[src/sv/assert_macros.svh]
// Assertion macros used by the back end of the binary to decimal ASCII unit.
`ifndef ASSERT_MACROS_SVH
`define ASSERT_MACROS_SVH

// Same-cycle implication, checked on every rising clock edge outside reset.
`define ASSERT_SAME(lbl, ante, cons, msg) \
	lbl: assert property (@(posedge clk) disable iff (!arst_n) (ante) |-> (cons)) \
		else $error(msg);

// Next-cycle implication, checked on every rising clock edge outside reset.
`define ASSERT_NEXT(lbl, ante, cons, msg) \
	lbl: assert property (@(posedge clk) disable iff (!arst_n) (ante) |=> (cons)) \
		else $error(msg);

`endif

[src/sv/b2da_pkg.sv]
// Types and constants of the binary to decimal ASCII unit.
`timescale 1ns / 1ps
`default_nettype none

package b2da_pkg;

	localparam int MAX_DIGITS = 8;
	localparam int VALUE_W    = 16;
	localparam int MIN_W      = 4;
	localparam int LEN_W      = 4;
	localparam int CHAR_W     = 6;
	localparam int NUM_BCD    = 5;
	localparam int BCD_IDX_W  = $clog2(NUM_BCD);
	localparam int SIG_W      = $clog2(NUM_BCD + 1);
	localparam int STEP_W     = $clog2(VALUE_W);

	localparam logic [CHAR_W-1:0] ASCII_ZERO = CHAR_W'(48);
	localparam logic [CHAR_W-1:0] ASCII_NINE = CHAR_W'(57);

	typedef struct packed {
		logic [VALUE_W-1:0] value;
		logic [MIN_W-1:0]   min_digits;
	} in_t;

	typedef struct packed {
		logic [CHAR_W-1:0] digit_char;
		logic [LEN_W-1:0]  length;
		logic              is_last;
		logic              is_empty;
	} res_t;

	typedef struct packed {
		logic [VALUE_W-1:0] value;
		logic [LEN_W-1:0]   minc;
	} cmd_t;

	typedef enum logic [1:0] {
		B_IDLE,
		B_CONV,
		B_SIZE,
		B_EMIT
	} back_state_t;

endpackage

`default_nettype wire

[src/sv/binary_to_decimal_ascii_unit.sv]
// After a transaction is accepted the back end runs the 16 double-dabble shift steps,
// sizes the string and then emits it at one character per cycle while the result
// queue is not full; it takes the next value only after its last character is out.
// Up to two values wait in the front queue and two characters in the result queue.
// Reset (arst_n low) empties both queues and returns the converter to idle at once.
`timescale 1ns / 1ps
`default_nettype none

module binary_to_decimal_ascii_unit
	import b2da_pkg::*;
(
	input  wire logic clk,
	input  wire logic arst_n,
	input  wire logic push,
	output logic      full,
	input  wire in_t  item,
	output logic      empty,
	input  wire logic pop,
	output res_t      result
);

	logic cmd_valid;
	logic cmd_ready;
	cmd_t cmd;
	logic res_push;
	logic res_full;
	res_t res;

	b2da_front u_front (
		.clk       (clk),
		.arst_n    (arst_n),
		.push      (push),
		.full      (full),
		.item      (item),
		.cmd_valid (cmd_valid),
		.cmd_ready (cmd_ready),
		.cmd       (cmd)
	);

	b2da_back u_back (
		.clk       (clk),
		.arst_n    (arst_n),
		.cmd_valid (cmd_valid),
		.cmd_ready (cmd_ready),
		.cmd       (cmd),
		.res_push  (res_push),
		.res_full  (res_full),
		.res       (res)
	);

	b2da_outq u_outq (
		.clk      (clk),
		.arst_n   (arst_n),
		.res_push (res_push),
		.res_full (res_full),
		.res_in   (res),
		.empty    (empty),
		.pop      (pop),
		.result   (result)
	);

endmodule

`default_nettype wire

[src/sv/b2da_front.sv]
// Front end: accepts transactions, saturates the minimum count and queues commands.
`timescale 1ns / 1ps
`default_nettype none

module b2da_front
	import b2da_pkg::*;
(
	input  wire logic clk,
	input  wire logic arst_n,
	input  wire logic push,
	output logic      full,
	input  wire in_t  item,
	output logic      cmd_valid,
	input  wire logic cmd_ready,
	output cmd_t      cmd
);

	cmd_t       mem_q [2];
	logic       wr_ptr_q;
	logic       rd_ptr_q;
	logic [1:0] count_q;
	logic       wr_en;
	logic       rd_en;
	cmd_t       new_cmd;

	assign full      = (count_q == 2'd2);
	assign cmd_valid = (count_q != 2'd0);
	assign wr_en     = push && !full;
	assign rd_en     = cmd_valid && cmd_ready;
	assign cmd       = mem_q[rd_ptr_q];

	always_comb begin
		new_cmd.value = item.value;
		if (item.min_digits > LEN_W'(MAX_DIGITS)) begin
			new_cmd.minc = LEN_W'(MAX_DIGITS);
		end else begin
			new_cmd.minc = LEN_W'(item.min_digits);
		end
	end

	always_ff @(posedge clk) begin
		if (wr_en) begin
			mem_q[wr_ptr_q] <= new_cmd;
		end
	end

	always_ff @(posedge clk or negedge arst_n) begin
		if (!arst_n) begin
			wr_ptr_q <= 1'b0;
			rd_ptr_q <= 1'b0;
			count_q  <= 2'd0;
		end else begin
			if (wr_en) begin
				wr_ptr_q <= !wr_ptr_q;
			end
			if (rd_en) begin
				rd_ptr_q <= !rd_ptr_q;
			end
			if (wr_en && !rd_en) begin
				count_q <= count_q + 2'd1;
			end else if (rd_en && !wr_en) begin
				count_q <= count_q - 2'd1;
			end
		end
	end

endmodule

`default_nettype wire

[src/sv/b2da_back.sv]
// Back end: double-dabble conversion and serial character emission.
`timescale 1ns / 1ps
`default_nettype none

module b2da_back
	import b2da_pkg::*;
(
	input  wire logic clk,
	input  wire logic arst_n,
	input  wire logic cmd_valid,
	output logic      cmd_ready,
	input  wire cmd_t cmd,
	output logic      res_push,
	input  wire logic res_full,
	output res_t      res
);

`include "assert_macros.svh"

	back_state_t                 state_q;
	back_state_t                 state_d;
	cmd_t                        cmd_q;
	logic [VALUE_W-1:0]          shreg_q;
	logic [NUM_BCD-1:0][3:0]     bcd_q;
	logic [NUM_BCD-1:0][3:0]     bcd_adj;
	logic [4*NUM_BCD-1:0]        bcd_flat;
	logic [STEP_W-1:0]           step_q;
	logic [LEN_W-1:0]            len_q;
	logic [LEN_W-1:0]            idx_q;
	logic [SIG_W-1:0]            sig;
	logic [LEN_W-1:0]            len_d;
	logic [LEN_W-1:0]            pos;
	logic [3:0]                  digit;
	logic                        take;
	logic                        last_char;

	always_comb begin
		for (int k = 0; k < NUM_BCD; k++) begin
			bcd_adj[k] = (bcd_q[k] >= 4'd5) ? (bcd_q[k] + 4'd3) : bcd_q[k];
		end
	end

	assign bcd_flat = bcd_adj;

	always_comb begin
		sig = '0;
		for (int k = 0; k < NUM_BCD; k++) begin
			if (bcd_q[k] != 4'd0) begin
				sig = SIG_W'(k + 1);
			end
		end
		len_d = (LEN_W'(sig) > cmd_q.minc) ? LEN_W'(sig) : cmd_q.minc;
	end

	always_comb begin
		pos = len_q - LEN_W'(1) - idx_q;
		if (pos < LEN_W'(NUM_BCD)) begin
			digit = bcd_q[pos[BCD_IDX_W-1:0]];
		end else begin
			digit = 4'd0;
		end
		last_char = (len_q == LEN_W'(0)) || (idx_q == len_q - LEN_W'(1));
	end

	assign take = cmd_valid && cmd_ready;

	always_ff @(posedge clk or negedge arst_n) begin
		if (!arst_n) begin
			state_q <= B_IDLE;
		end else begin
			state_q <= state_d;
		end
	end

	always_comb begin
		state_d   = state_q;
		cmd_ready = 1'b0;
		res_push  = 1'b0;
		res       = '0;
		unique case (state_q)
			B_IDLE: begin
				cmd_ready = 1'b1;
				if (cmd_valid) begin
					state_d = B_CONV;
				end
			end
			B_CONV: begin
				if (step_q == STEP_W'(VALUE_W - 1)) begin
					state_d = B_SIZE;
				end
			end
			B_SIZE: begin
				state_d = B_EMIT;
			end
			B_EMIT: begin
				res.length  = len_q;
				res.is_last = last_char;
				if (len_q == LEN_W'(0)) begin
					res.is_empty = 1'b1;
				end else begin
					res.digit_char = ASCII_ZERO + CHAR_W'(digit);
				end
				if (!res_full) begin
					res_push = 1'b1;
					if (last_char) begin
						state_d = B_IDLE;
					end
				end
			end
			default: begin
				state_d = B_IDLE;
			end
		endcase
	end

	always_ff @(posedge clk) begin
		if (take) begin
			cmd_q   <= cmd;
			shreg_q <= cmd.value;
			bcd_q   <= '0;
		end else if (state_q == B_CONV) begin
			shreg_q <= {shreg_q[VALUE_W-2:0], 1'b0};
			bcd_q   <= {bcd_flat[4*NUM_BCD-2:0], shreg_q[VALUE_W-1]};
		end
		if (state_q == B_SIZE) begin
			len_q <= len_d;
		end
	end

	always_ff @(posedge clk or negedge arst_n) begin
		if (!arst_n) begin
			step_q <= '0;
			idx_q  <= '0;
		end else begin
			if (take) begin
				step_q <= '0;
			end else if (state_q == B_CONV) begin
				step_q <= step_q + STEP_W'(1);
			end
			if (state_q == B_SIZE) begin
				idx_q <= '0;
			end else if (res_push) begin
				idx_q <= idx_q + LEN_W'(1);
			end
		end
	end

	`ASSERT_SAME(a_char_is_digit,
		res_push && !res.is_empty,
		res.digit_char >= ASCII_ZERO && res.digit_char <= ASCII_NINE,
		"emitted character is not a decimal digit")
	`ASSERT_SAME(a_len_bounds,
		state_q == B_EMIT,
		len_q >= cmd_q.minc && len_q <= LEN_W'(MAX_DIGITS),
		"string length outside its bounds")
	`ASSERT_NEXT(a_conv_to_size,
		state_q == B_CONV && step_q == STEP_W'(VALUE_W - 1),
		state_q == B_SIZE,
		"conversion did not finish after the last shift step")

endmodule

`default_nettype wire

[src/sv/b2da_outq.sv]
// Result queue between the back end and the result port.
`timescale 1ns / 1ps
`default_nettype none

module b2da_outq
	import b2da_pkg::*;
(
	input  wire logic clk,
	input  wire logic arst_n,
	input  wire logic res_push,
	output logic      res_full,
	input  wire res_t res_in,
	output logic      empty,
	input  wire logic pop,
	output res_t      result
);

	res_t       mem_q [2];
	logic       wr_ptr_q;
	logic       rd_ptr_q;
	logic [1:0] count_q;
	logic       wr_en;
	logic       rd_en;

	assign res_full = (count_q == 2'd2);
	assign empty    = (count_q == 2'd0);
	assign wr_en    = res_push && !res_full;
	assign rd_en    = pop && !empty;
	assign result   = mem_q[rd_ptr_q];

	always_ff @(posedge clk) begin
		if (wr_en) begin
			mem_q[wr_ptr_q] <= res_in;
		end
	end

	always_ff @(posedge clk or negedge arst_n) begin
		if (!arst_n) begin
			wr_ptr_q <= 1'b0;
			rd_ptr_q <= 1'b0;
			count_q  <= 2'd0;
		end else begin
			if (wr_en) begin
				wr_ptr_q <= !wr_ptr_q;
			end
			if (rd_en) begin
				rd_ptr_q <= !rd_ptr_q;
			end
			if (wr_en && !rd_en) begin
				count_q <= count_q + 2'd1;
			end else if (rd_en && !wr_en) begin
				count_q <= count_q - 2'd1;
			end
		end
	end

endmodule

`default_nettype wire
[config.mk]
export PLATFORM = sky130hd
export DESIGN_NAME = binary_to_decimal_ascii_unit
export DESIGN_NICKNAME = d
export VERILOG_FILES = /design/src/sv/b2da_pkg.sv /design/src/sv/binary_to_decimal_ascii_unit.sv /design/src/sv/b2da_front.sv /design/src/sv/b2da_back.sv /design/src/sv/b2da_outq.sv
export VERILOG_INCLUDE_DIRS = /design/src /design/src/sv
export SDC_FILE = /design/constraint.sdc
export NUM_CORES = 1
export LEC_CHECK = 0
export BUFFER_PORTS_ARGS = -buffer_cell sky130_fd_sc_hd__buf_4
export CAP_MARGIN = 5
export CORE_AREA = 2 2 96 121
export DETAILED_ROUTE_END_ITERATION = 12
export DIE_AREA = 0 0 98 123
export PLACE_DENSITY = 0.84
export SLEW_MARGIN = 20
export SYNTH_ARGS = -nofsm -noshare
export SYNTH_HDL_FRONTEND = slang
export SYNTH_SLANG_ARGS = --single-unit
export TNS_END_PERCENT = 10
[constraint.sdc]
create_clock -name clk -period 2.6 [get_ports clk]
set_clock_uncertainty 0.15 [all_clocks]
set_input_delay 0.52 -clock clk [delete_from_list [all_inputs] [get_ports clk]]
set_output_delay 0.52 -clock clk [all_outputs]
set_load 0.02 [all_outputs]
; After elaboration in Yosys (flattened, before gate mapping)
; Memories as Yosys holds them, arrays and structs flattened.
; Index checks and enable logic that the tools add are counted.
[word_totals]
register_bits = 62
mem_bits_rw = 64
inputBits = 24
output_inout_bits = 14
elab_cells = 128
n_memories = 2
[mem_list]
columns = memory, words, word_bits, rd, rd_ports_with_merged_regs, wr, line
row1 = u_front.mem_q, 2, 20, 1, 0, 1, b2da_front.sv:18  ; cmd_t mem_q [2];
row2 = u_outq.mem_q, 2, 12, 1, 0, 1, b2da_outq.sv:18  ; res_t mem_q [2];
[classes]
n_addsub = 14
n_lt_le_gt_ge = 9
eq_ne = 11
mux = 40
reduce_logical = 34
[op_table]
columns = cell, count
row1 = 2-to-1 mux 4 bit, 11
row2 = 2-to-1 mux 16 bit, 2
row3 = ">= comparator 4 x 3 -> 1 bit, second input constant", 5
row4 = 2-to-1 mux 2 bit, 10
row5 = nonzero test 4 bit, 5
row6 = "adder 4 x 2 -> 4 bit, second input constant", 4
row7 = binary-select mux 4 bit (select 3 bit), 1
row8 = 2-to-1 mux 12 bit, 1
row9 = 2-to-1 mux 3 bit, 4
row10 = zero test 1 bit, 11
row11 = nonzero test 2 bit, 5
row12 = 2-to-1 mux 1 bit, 9
row13 = "adder 4 x 1 -> 4 bit, second input constant", 2
row14 = "== test 2 bit, second input constant", 4
row15 = logical AND 1 bit, 8
row16 = case mux 2 bit (4 select lines), 1
row17 = "adder 5 x 5 -> 6 bit, first input constant", 1
row18 = 2-to-1 mux 6 bit, 1
row19 = "inequality test 2 x 1 -> 1 bit, second input constant", 3
row20 = "adder 2 x 1 -> 2 bit, second input constant", 2
row21 = == test 4 bit, 1
row22 = "== test 4 bit, second input constant", 1
row23 = greater-than comparator 3 x 4 -> 1 bit, 1
row24 = "greater-than comparator 4 bit, second input constant", 1
row25 = 12 further kinds, 14

; Longest topological paths before layout
[depth]
word_depth = 8
mapped_depth = 12
mapped_depth_nobuf = 12

; Cells and area by module
; A second synthesis with hierarchy kept.
[hier_totals]
cells_unflattened = 476
hier_area_um2 = 6020.8
[by_module_without_submodules]
columns = module, n_inst, cells_each, area_per_inst_um2, seq_area_each_um2
row1 = b2da_back, 1, 335, 3170.5, 1371.3
row2 = b2da_front, 1, 85, 1750.4, 1301.2
row3 = b2da_outq, 1, 56, 1099.8, 820.8

; Worst setup path after synthesis
; OpenSTA, ideal clock, no wires.
[synth_timing]
kind = reg2reg
startpoint = reg u_back.len_q[0]
endpoint = mem u_outq.mem_q[0][7] (netlist name) (data pin)
t_arrival_ns = 2.252
path_slack_ns = -0.068
path_stages_with_launch = 8
n_path_buf = 0
cell_sequence = edfxtp_1 -> inv_1 -> ha_1 -> inv_1 -> fa_1 -> mux4_4 -> a21oi_1 -> nor2_1
[synth_lines]
columns = item, line
row1 = from (decl), b2da_back.sv:28  ; logic [LEN_W-1:0] len_q;
row2 = from (signal assigned), b2da_back.sv:126  ; len_q <= len_d;
row3 = to (decl), b2da_outq.sv:18

; Final worst setup path
[layout_timing]
startpoint = reg u_back.bcd_q[4] (netlist name)
endpoint = reg u_back.len_q[1] (data pin)
[layout_via]
elab_chain_cells = 7
[layout_lines]
columns = item, line
row1 = from (decl), b2da_back.sv:24  ; logic [NUM_BCD-1:0][3:0] bcd_q;
row2 = from (signal assigned), b2da_back.sv:123  ; bcd_q <= {bcd_flat[4*NUM_BCD-2:0], shreg_q[VALUE_W-1]};
row3 = nonzero test 4 bit *, b2da_back.sv:48  ; if (bcd_q[k] != 4'd0) begin
row4 = 2-to-1 mux 2 bit * (2 in a row), b2da_back.sv:48
row5 = 2-to-1 mux 3 bit * (2 in a row), b2da_back.sv:48
row6 = greater-than comparator 3 x 4 -> 1 bit, b2da_back.sv:52  ; len_d = (LEN_W'(sig) > cmd_q.minc) ? LEN_W'(sig) : cmd_q.minc;
row7 = 2-to-1 mux 3 bit *, b2da_back.sv:52
row8 = named net u_back.len_d[1], b2da_back.sv:31  ; logic [LEN_W-1:0] len_d;
; Mark *: on every way through the listed nets, which the timed path passes. The rest lies on a longest branch.
; A chain may end at the register's enable or synchronous reset.

==> metrics.txt <==
status finished, violations left; violated checks setup timing; total power 9.25 mW; Worst-Skew Late Latency 0.41 ns; Syn Inst Count 453; total wire length 10800 µm; PwrDens 1290 mW/mm²; Die ar. 0.0121 mm²; Post-synth ARST share 14.5%; top post-synthesis cells by area edfxtp_1 (45%), dfrtp_1 (7.8%), dfxtp_1 (6.9%); Slew @ Worst Pin 0.493 ns; Ant. Diodes 0; Via density 5.37; Finished Layout Cells 689; Yosys top cell by area edfxtp_1; root buffer selected by CTS clkbuf_16; dpl cell area 0.00643 mm²; CP bufs+invs 2; EDFF count, synth 86; Max Cap Violations 0; commonest non-fill, non-tap cell in the layout edfxtp_1; leading register cell type out of synthesis edfxtp_1; crit-path leading delay family compound AO/OA/AOI/OAI gates; Post-Synth Simple-Gate Area 9.73%; sequential fraction of the synthesis area 59.5%; total grt overflow 0; drc violations 0; Switch Pwr 3.11 mW; clock buffer depth 2; Yosys reg bits 124; worst hold slack 0.143 ns; vias in the first global route 4044; DR WL/cell 15.7 µm; Netlist cell types 47; CTS Buf Count 17; GP Congestion 0.902; VDD IR max 0.693 mV; Pre-antenna DRT Iters 4; Initial Util 52.9%; Clock Power Share 24.6%; min Tclk post-route 2.65 ns; first-pass GRT wire length 18300 µm; # clock sinks 124; FP Rows 43; final hold viol count 0; gr usage total 19.7%; Final Net Count 594; RSZ-0062 raised after global routing yes; Total Neg Setup Slack -0.221 ns; clk slew on worst S/H paths 0.05 ns; Synth top area share 44.7%; largest net degree at the start of global routing 34; CP max stage cell mux2_1; crit path capture type register; Setup-failing EPs final 7; Slew Limit Fails 0; Leakage 2.93 nW; fmax 377 MHz; dpl hpwl 6930 µm; combinational family with the most area after synthesis multiplexers; Flop pwr share 35.1%; Avg Inst Size Synth 12.7 µm²; Die W 98 µm; Finished Core Util 65.8%; placed cells 646; crit path DAT 2.66 ns; Post-Syn Area 0.00577 mm²; slowest stage delay, CP 0.37 ns; Vias 3697; post-synthesis adder-cell area fraction 6.42%; Layout area overhead 24.4%; worst-path fanout max 3; Synth Area in Compound Gates 6.59%; Initial DRC Count 248; internal power 6.14 mW; most frequent cells in the layout edfxtp_1 (86), buf_4 (83), nand2_1 (33); xor-xnor portion of the synthesized cell area 4.40%; Most Frequent Cell on Critical Path ha_4; Setup WS pre-CTS -0.174 ns; Die Y 123 µm; Worst slew margin 67.1%; port bufs 37; Design Area, Final 0.00718 mm²; Final WS setup -0.0490 ns; I/O pin count 38; CORE AREA 0.0109 mm²; CP Class reg2reg; initial antenna violation count 0; CTS tree done; min-delay worst type in2reg; combinational fraction of design power 40.3%; Worst EP required 2.61 ns; Startpoint Class register; Ys Warns 0; worst path cell trace inv_4 > ha_4 > nor3b_4 > a21boi_2 > o21ai_1 > and2_4 > ha_4 > inv_2 > a21o_1 > a21oi_2 > a311oi_2 > mux2_1; post-route ant nets 0; final critical-path share of the clock period 102%; Net Sw Frac 33.7%; mux contribution to synthesized area 10.4%; syn nets 506; H-tree levels 4; share of layout cells above drive strength 1 28.2%
-- final cells by class --
cell class / count / area, µm²
fillers: 765 / 3740
flip-flops and latches: 124 / 3440
multi-input cells: 287 / 2270
repair buffers: 85 / 644
clock buffers: 21 / 440
well taps: 135 / 169
clock inverters: 11 / 125
inverters: 26 / 100
-- power by group through the flow --
stage | combinational, mW | sequential [mW] | clock, mW
floorplan | 2.48 | 3.17 | 0
global placement | 3.21 | 3.22 | 0
detailed placement | 3.36 | 3.26 | 0
CTS | 3.59 | 3.24 | 2.29
global route | 4.09 | 3.31 | 2.39
finish | 3.73 | 3.25 | 2.27
-- cells in the mapped netlist (2+ instances only) --
cell	n
a21o_1	5
a21oi_1	18
and2_1	6
and3_1	2
buf_2	5
clkbuf_1	9
dfrtp_1	18
dfxtp_1	20
edfxtp_1	86
ha_1	28
inv_1	24
inv_2	2
mux2_1	8
mux2_2	9
mux2i_1	29
mux4_4	3
nand2_1	33
nand2b_1	16
nand3_1	11
nand4_1	3
nor2_1	31
nor2b_1	3
nor3b_1	4
o211ai_1	4
o21a_1	2
o21ai_0	7
o21ai_1	20
xnor2_1	21
xor2_1	8
-- repair_timing --
action | 4_1_cts | 5_1_grt
setup buffers | 6 | 4
setup endpoints to repair | 9 | 11
gates resized for setup | 21 | 8
endpoints found under the hold margin | 18 | 0
pin swaps | 7 | 7
hold buffers | 1 | 0
gates cloned | 0 | 0
-- worst paths after layout --
path | startpoint | slack [ns] | end | cells after the start
setup / recovery | u_back.bcd_q[4]$_SDFFE_PP0P_ | -0.05 | u_back.len_q[1]$_DFFE_PP_ | 12
hold / removal | item[14] | 0.14 | u_front.mem_q[1][14]$_DFFE_PP_ | 1
setup reg to reg | u_back.bcd_q[4]$_SDFFE_PP0P_ | -0.05 | u_back.len_q[1]$_DFFE_PP_ | 12
hold reg to reg | u_front.wr_ptr_q$_DFFE_PN0P_ | 0.34 | u_front.wr_ptr_q$_DFFE_PN0P_ | 1
max in group asynchronous | arst_n | 1.73 | u_back.step_q[1]$_DFFE_PN0P_ | 2
min in group asynchronous | arst_n | 0.36 | u_outq.count_q[0]$_DFFE_PN0P_ | 2
-- layer usage --
metal,GRT usage (%),routed length (µm),share of wire (%),up-vias
met2,36.8,6160,57,91
met1,20.1,4060,37,1806
li1,-,-,-,1779
met3,5.82,403,3.7,21
met4,9.11,218,2.0,0
met5,0,0,0,-
-- cell families after synthesis --
| kind of cell | after synthesis |
|---|---|
| adder cells (fa/ha/maj) | 29 |
| XOR/XNOR | 29 |
| buffers and inverters | 42 |
| AO/OA/AOI/OAI | 63 |
| multiplexers | 51 |
| AND/OR/NAND/NOR | 115 |
| flip-flops | 124 |
-- state kept, by name, indices dropped and copies added (netlist names), 2 cells and up --
register / cells
u_back.bcd_q: 20
u_back.step_q: 4
u_back.idx_q: 4
u_front.count_q: 2
u_back.cmd_q: 4
u_outq.mem_q: 22
u_front.mem_q: 40
u_back.state_q: 2
u_outq.count_q: 2
u_back.shreg_q: 16
u_back.len_q: 4
-- worst register-to-register path: stages, from the launching register on --
cell,delay [ns]
dfxtp_2,0.33
inv_4,0.06
ha_4,0.14
nor3b_4,0.20
a21boi_2,0.17
o21ai_1,0.07
and2_4,0.19
ha_4,0.15
inv_2,0.04
a21o_1,0.13
a21oi_2,0.06
a311oi_2,0.33
mux2_1,0.37
No activity file was read; power rests on OpenSTA's default activity.
